$ cat src/rtl/triangle_orientation_flagger_assert.svh
// Assertion macros for the orientation flagger.
`ifndef TRIANGLE_ORIENTATION_FLAGGER_ASSERT_SVH
`define TRIANGLE_ORIENTATION_FLAGGER_ASSERT_SVH

// Implication checked on every clock edge outside reset.
`define TOF_ASSERT_IMP(lbl, a, c) \
  lbl: assert property (@(posedge clk) disable iff (rst) (a) |-> (c)) \
    else $error("assertion failed");

// Next-cycle implication.
`define TOF_ASSERT_NXT(lbl, a, c) \
  lbl: assert property (@(posedge clk) disable iff (rst) (a) |=> (c)) \
    else $error("assertion failed");

`endif

$ cat src/rtl/tof_ram.sv
`default_nettype none
module tof_ram #(
  parameter int WIDTH = 8,
  parameter int DEPTH = 16
) (
  input wire logic clk,
  input wire logic we,
  input wire logic [$clog2(DEPTH)-1:0] waddr,
  input wire logic [WIDTH-1:0] wdata,
  input wire logic [$clog2(DEPTH)-1:0] raddr,
  output logic [WIDTH-1:0] rdata
);
  logic [WIDTH-1:0] mem [DEPTH];

  always_ff @(posedge clk) begin
    if (we) begin
      mem[waddr] <= wdata;
    end
    rdata <= mem[raddr];
  end
endmodule
`default_nettype wire

$ cat config.mk
export PLATFORM = sky130hd
export DESIGN_NAME = tof_ram
export DESIGN_NICKNAME = d
export VERILOG_FILES = /design/src/rtl/triangle_orientation_flagger_assert.svh /design/src/rtl/tof_ram.sv
export SDC_FILE = /design/constraint.sdc
export NUM_CORES = 1
export LEC_CHECK = 0
export ABC_AREA = 0
export BUFFER_PORTS_ARGS = -buffer_cell sky130_fd_sc_hd__buf_4
export CORE_MARGIN = 2
export CORE_UTILIZATION = 40
export DETAILED_ROUTE_END_ITERATION = 8
export SLEW_MARGIN = 40
export SYNTH_ARGS = -nofsm -noshare
export SYNTH_HDL_FRONTEND = slang
export SYNTH_SLANG_ARGS = --single-unit
$ cat constraint.sdc
create_clock -name clk -period 3.07 [get_ports clk]
set_clock_uncertainty 0.2 [all_clocks]
set_input_delay 0.614 -clock clk [delete_from_list [all_inputs] [get_ports clk]]
set_output_delay 0.614 -clock clk [all_outputs]
set_load 0.02 [all_outputs]
==> results of run 1 <==
layout make-up:
class | instances | area, sq um
fillers | 988 | 6310
clock inverters | 15 | 230
clock buffers | 17 | 425
multi-input cells | 83 | 1060
well taps | 172 | 215
flip-flops and latches | 136 | 4000
repair buffers | 43 | 323
registers in the layout, summed over array words and instances, names as in the netlist:
| signal | count |
|---|---|
| mem | 128 |
| rdata | 8 |
worst min path at each step:
stage,from,slack (ps),end
after floorplan,mem[7][0],430,rdata[0]
after global placement,mem[14][5],450,rdata[5]
final,wdata[4],310,mem[10][4]
after CTS,wdata[4],300,mem[10][4]
after detailed placement,mem[15][5],460,rdata[5]
after global routing,wdata[3],310,mem[10][3]
power by group through the flow:
stage                     logic [W]  clock network [W]  registers, W
final                      0.000210            0.00222       0.00209
after global placement     0.000210                  0       0.00213
after CTS                  0.000214            0.00226       0.00209
after detailed placement   0.000213                  0       0.00213
after global routing       0.000229            0.00235       0.00209
after floorplan            0.000105                  0       0.00214
critical path, stage by stage:
cell     delay, ps
buf_4          330
buf_4          280
mux4_1         600
a22oi_1        210
nand2_1        100
cell families (layout without fill, tap and decap cells):
kind of cell,after synthesis,count (layout),share of synthesized area [%]
and+or+nand+nor,35,35,3.18
muxes,32,32,15.0
buffers and inverters,10,75,1.68
AOI/OAI and AO/OA,16,16,2.33
DFF,136,136,77.8
routing by layer:
layer  wire length (um)  part of all wire, %
met3                312                  3.3
met1               4280                   45
met5                  0                    0
met2               4850                   51
met4                 99                  1.0
placed cells by master (no fill, tap or decap), drive strengths merged:
| cell | n |
|---|---|
| and2b | 1 |
| nand3 | 1 |
| nand2b | 2 |
| a22oi | 16 |
| nand2 | 9 |
| or3b | 1 |
| nor3 | 4 |
| nor2b | 1 |
| buf | 43 |
| dfxtp | 8 |
| clkbuf | 17 |
| mux4 | 32 |
| edfxtp | 128 |
| clkinvlp | 1 |
| and2 | 1 |
| nand3b | 2 |
| nor2 | 13 |
| bufinv | 6 |
| inv | 1 |
| clkinv | 7 |
synth_stat cells:
cell / number / area share, %
nor2_1: 13 / 0.95
and2_1: 1 / 0.12
mux4_1: 14 / 7.1
buf_2: 3 / 0.29
clkdlybuf4s25_2: 3 / 0.58
dfxtp_1: 8 / 3.1
a22oi_1: 16 / 2.3
nand3_1: 1 / 0.097
mux4_2: 18 / 7.9
nand2_1: 9 / 0.66
buf_4: 1 / 0.15
buf_6: 3 / 0.66
and2b_1: 1 / 0.15
nand3b_1: 2 / 0.29
or3b_2: 1 / 0.17
edfxtp_1: 128 / 75
nor3_1: 4 / 0.39
nor2b_1: 1 / 0.12
nand2b_1: 2 / 0.24
metrics by stage:
stage	worst slack (ps)	cell area [sq um]	std cells	power, W	hold slack (ps)
after global placement	565	5600	434	0.00234	453
after CTS	1010	6250	466	0.00457	296
after global routing	927	6250	466	0.00467	311
final	1020	6250	466	0.00452	310
after detailed placement	558	5600	434	0.00234	458
after floorplan	763	5150	229	0.00224	429
==> results.md, run 1 <==
- Cell Area, Synth: 0.00515 sq mm
- Clock share of power: 49.2%
- Chip height: 117 um
- Share of cells above drive strength 1: 30.6%
- Final Setup Violations: 0
- CTS tree: yes
- WL/cell: 20.5 um
- WS Path Type: in -> reg
- Initial Utilization: 41.0%
- Crit path to: rdata[3]
- Cell count after synthesis: 229
- Postcts setup bufs: 0
- CP Launch Type: input pin
- DRC viols: 0
- CTS H-tree depth: 4
- Setup TNS: 0 ps
- Total Wirelength: 9.54 mm
- Antenna Nets Post-Route: 0
- Hold Buf Count CTS: 0
- Hold Path Depth: 1
- Num Clock Sinks: 136
- Pwr/cell area: 723 mW/mm^2
- Sw Share: 18.7%
- P_sw: 0.000846 W
- Final period util: 66.7%
- R2R Path End: rdata[4]
- GP Congestion: 0.699
- Fmax: 488 MHz
- Iteration-0 DRC Markers: 206
- I/O pin cnt: 26
- Global route overflow: 0
- Register bit count reported by yosys: 136
- CTS root buffer: clkbuf_16
- Die Wd: 117 um
- Status: complete, no violations
- Max-cap violations: 0
- Clock buffer depth: 2
- WP data required: 3160 ps
- CTS Buf Count: 17
- Syn Nets: 247
- GR met3 Demand/Resource: 4.91%
- GRT Resource Usage Total: 15.2%
- Avg Synthesized Cell Area: 22.5 sq um
- Slew Limit Fails: 0
- Share of the yosys chip area belonging to registers: 77.8%
- Met1 Use GR: 18.8%
- IR drop worst, VDD: 0.443 mV
- Clk Latency, worst-skew pair: 410 ps
- CP Launch Point: raddr[0]
- Antenna violations before repair: 0
- Reg clk slew, reported paths: 60 ps
- DR vias: 2342
- Number of placement rows: 41
- Pin count of the biggest net entering global routing: 33
- Global routing's busiest layer: met2
- CP Capture Type: flop
- Fin nets: 299
- Core area: 0.0126 sq mm
- Cts repair resizes: 0
- Logic pwr share: 4.6%
- Port bufs: 25
- Vias in the first global route: 2550
- Hold Fails Final Rpt: 0
- Unrepaired setup endpoints after global routing: false
- First-pass GRT wire length: 15.0 mm
- Cell-internal power: 0.00368 W
- Syn-to-layout area delta: 21.5%
- Yosys warning count: 0
- 1st-pass router iterations: 4
- Antenna Diode Count: 0
- Total die area: 0.0138 sq mm
- Unique masters post-synth: 19
- R2r setup slk: 1510 ps
- Fin util: 49.8%
- LEAKAGE: 2.13 nW
- DPL Wire Length: 6.01 mm
- Crit Reg-Reg Startpoint: mem[10][4]
- Worst Path Arrival: 2140 ps
- Vias per inst: 5.03
- Crit path max fanout: 19
- Sequential power share: 46.2%
- Worst r2r path cells: 3
- GR met2 Demand/Resource: 25.2%
- Clock period minus worst slack: 2050 ps
- Worst min-delay path category: in -> reg
- Relative slew margins: 48.2%
- Worst Tran Pin Value: 775 ps
Power figures use the tool's default switching activity.
==> run 2, diff against run 1 <==
==> constraint.sdc (replaced) <==
create_clock -name clk -period 1.9 [get_ports clk]
set_clock_uncertainty 0.2 [all_clocks]
set_input_delay 0.38 -clock clk [delete_from_list [all_inputs] [get_ports clk]]
set_output_delay 0.38 -clock clk [all_outputs]
set_load 0.02 [all_outputs]
==> run 2 against run 1 <==
Sequential share of layout area fell by 0.55 points. Sequential cell count did not move. Clock-buffer cell count rose by 6. Highest routed layer unchanged.
==> results.md, run 2 (same netlist as run 1, synthesis figures left out) <==
- Biggest register: mem
- Crit path max-delay family: multiplexers
- Cell-internal power: 0.00565 W
- Most frequent cells in the layout: edfxtp_1 (128), buf_4 (50), mux4_2 (18)
- Syn-to-layout area delta: 22.6%
- GRT Resource Usage Total: 15.2%
- Initial Utilization: 41.0%
- R2R Path End: rdata[4]
- Share of cells above drive strength 1: 32.9%
- CTS Buf Count: 17
- Number of placement rows: 41
- CP peak stage delay: 490 ps
- Antenna Nets Post-Route: 0
- Sequential power share: 48.3%
- Hold Path Depth: 1
- DPL Wire Length: 6.38 mm
- Reg clk slew, reported paths: 50 ps
- P_sw: 0.00134 W
- Die Wd: 117 um
- Final period util: 83.1%
- Worst r2r path cells: 3
- Slew Limit Fails: 0
- Clock share of power: 46.5%
- Regs by FF count: mem: 128 flops, rdata: 8 flops
- CP Launch Type: input pin
- WL/cell: 20.1 um
- Postcts setup bufs: 0
- GP Congestion: 0.775
- Fin util: 50.2%
- Crit path buf inv count: 3
- Pre-CTS setup slack: -84.8 ps
- Chip height: 117 um
- Clock period minus worst slack: 1580 ps
- DRC viols: 0
- Pin count of the biggest net entering global routing: 25
- Vias per inst: 5.01
- Clock buffer depth: 2
- I/O pin cnt: 26
- CTS H-tree depth: 4
- LEAKAGE: 2.16 nW
- Hold Fails Final Rpt: 0
- Total die area: 0.0138 sq mm
- CP Capture Type: flop
- Final setup margin: 321 ps
- Final Setup Violations: 0
- Commonest non-fill, non-tap cell in the layout: edfxtp_1
- Dpl cells: 444
- 1st-pass router iterations: 4
- Antenna violations before repair: 0
- Pwr/cell area: 1110 mW/mm^2
- Crit path max fanout: 14
- Iteration-0 DRC Markers: 229
- WS Path Type: in -> reg
- Total Wirelength: 9.59 mm
- First-pass GRT wire length: 15.1 mm
- Worst min-delay path category: in -> reg
- R2r setup slk: 330 ps
- Slowest CP cell: mux4_2
- WP data required: 1980 ps
- Num Clock Sinks: 136
- Core area: 0.0126 sq mm
- Max-cap violations: 0
- CTS tree: yes
- Port bufs: 25
- Logic pwr share: 5.2%
- Status: complete, no violations
- DR vias: 2384
- Clk Latency, worst-skew pair: 400 ps
- Hold_sp: wdata[0]
- Worst Path Arrival: 1660 ps
- Sw Share: 19.2%
- Crit Reg-Reg Startpoint: mem[9][4]
- Hold Buf Count CTS: 0
- Fin nets: 309
- Hold Path End: mem[6][0]
- Fmax: 633 MHz
- IR drop worst, VDD: 0.574 mV
- Unrepaired setup endpoints after global routing: false
- CTS root buffer: clkbuf_16
- Worst Tran Pin Value: 786 ps
- Max reg flops: 128
- Vias in the first global route: 2647
- Antenna Diode Count: 0
- Fin cells: 476
- Worst path cell trace: buf_4, buf_12, buf_4, mux4_2, a22oi_1, nand2_1
- Global route overflow: 0
- Relative slew margins: 47.5%
- Cts repair resizes: 0
- Crit-path most repeated cell: buf_4
[run 2: changes by cell type in the layout (fill, tap and decap cells not counted), moves of 2 or more]
cell	before	now
buf_4	43	50
buf_12	0	3
clkinv_1	4	1
clkbuf_8	0	2
clkbuf_1	0	4
bufinv_16	6	3
[run 2: worst max path at each step]
| stage | start | slack [ps] | endpoint | depth (start not counted) |
|---|---|---|---|---|
| 2_1_floorplan | waddr[2] | 50 | mem[3][0] | 2 |
| 3_3_place_gp | raddr[0] | -100 | rdata[4] | 6 |
| 3_5_place_dp | raddr[0] | -80 | rdata[3] | 5 |
| 4_1_cts | raddr[0] | 340 | rdata[3] | 5 |
| 5_1_grt | mem[8][4] | 290 | rdata[4] | 3 |
| 6_report | raddr[0] | 320 | rdata[4] | 6 |
[run 2: area by class of cell]
type / count / area (sq um)
flip-flops and latches: 136 / 4000
repair buffers: 53 / 435
fillers: 1012 / 6260
multi-input cells: 83 / 1060
clock buffers: 23 / 468
well taps: 172 / 215
clock inverters: 9 / 124
[run 2: metrics by stage]
| step | setup TNS [ps] | total power (W) | hold WS, ps | instance area, sq um |
|---|---|---|---|---|
| floorplan | 0 | 0.00363 | 279 | 5150 |
| CTS | 0 | 0.00705 | 71.1 | 6310 |
| global placement | -282 | 0.00380 | 447 | 5720 |
| global route | 0 | 0.00724 | 86.0 | 6310 |
| finish | 0 | 0.00699 | 80.4 | 6310 |
| detailed placement | -231 | 0.00381 | 468 | 5720 |
[run 2: power by group through the flow]
| stage | combinational [W] | clock (W) | sequential, W |
|---|---|---|---|
| floorplan | 0.000171 | 0 | 0.00346 |
| global placement | 0.000364 | 0 | 0.00344 |
| detailed placement | 0.000370 | 0 | 0.00344 |
| CTS | 0.000371 | 0.00330 | 0.00338 |
| global route | 0.000395 | 0.00346 | 0.00338 |
| finish | 0.000363 | 0.00325 | 0.00338 |
[run 2: per-layer routing]
metal,up-vias,share of wire (%),GRT usage [%]
li1,1095,-,-
met2,54,50,23.8
met3,9,4.5,3.94
met5,-,0,0
met1,1226,44,20.2
met4,0,1.1,6.63
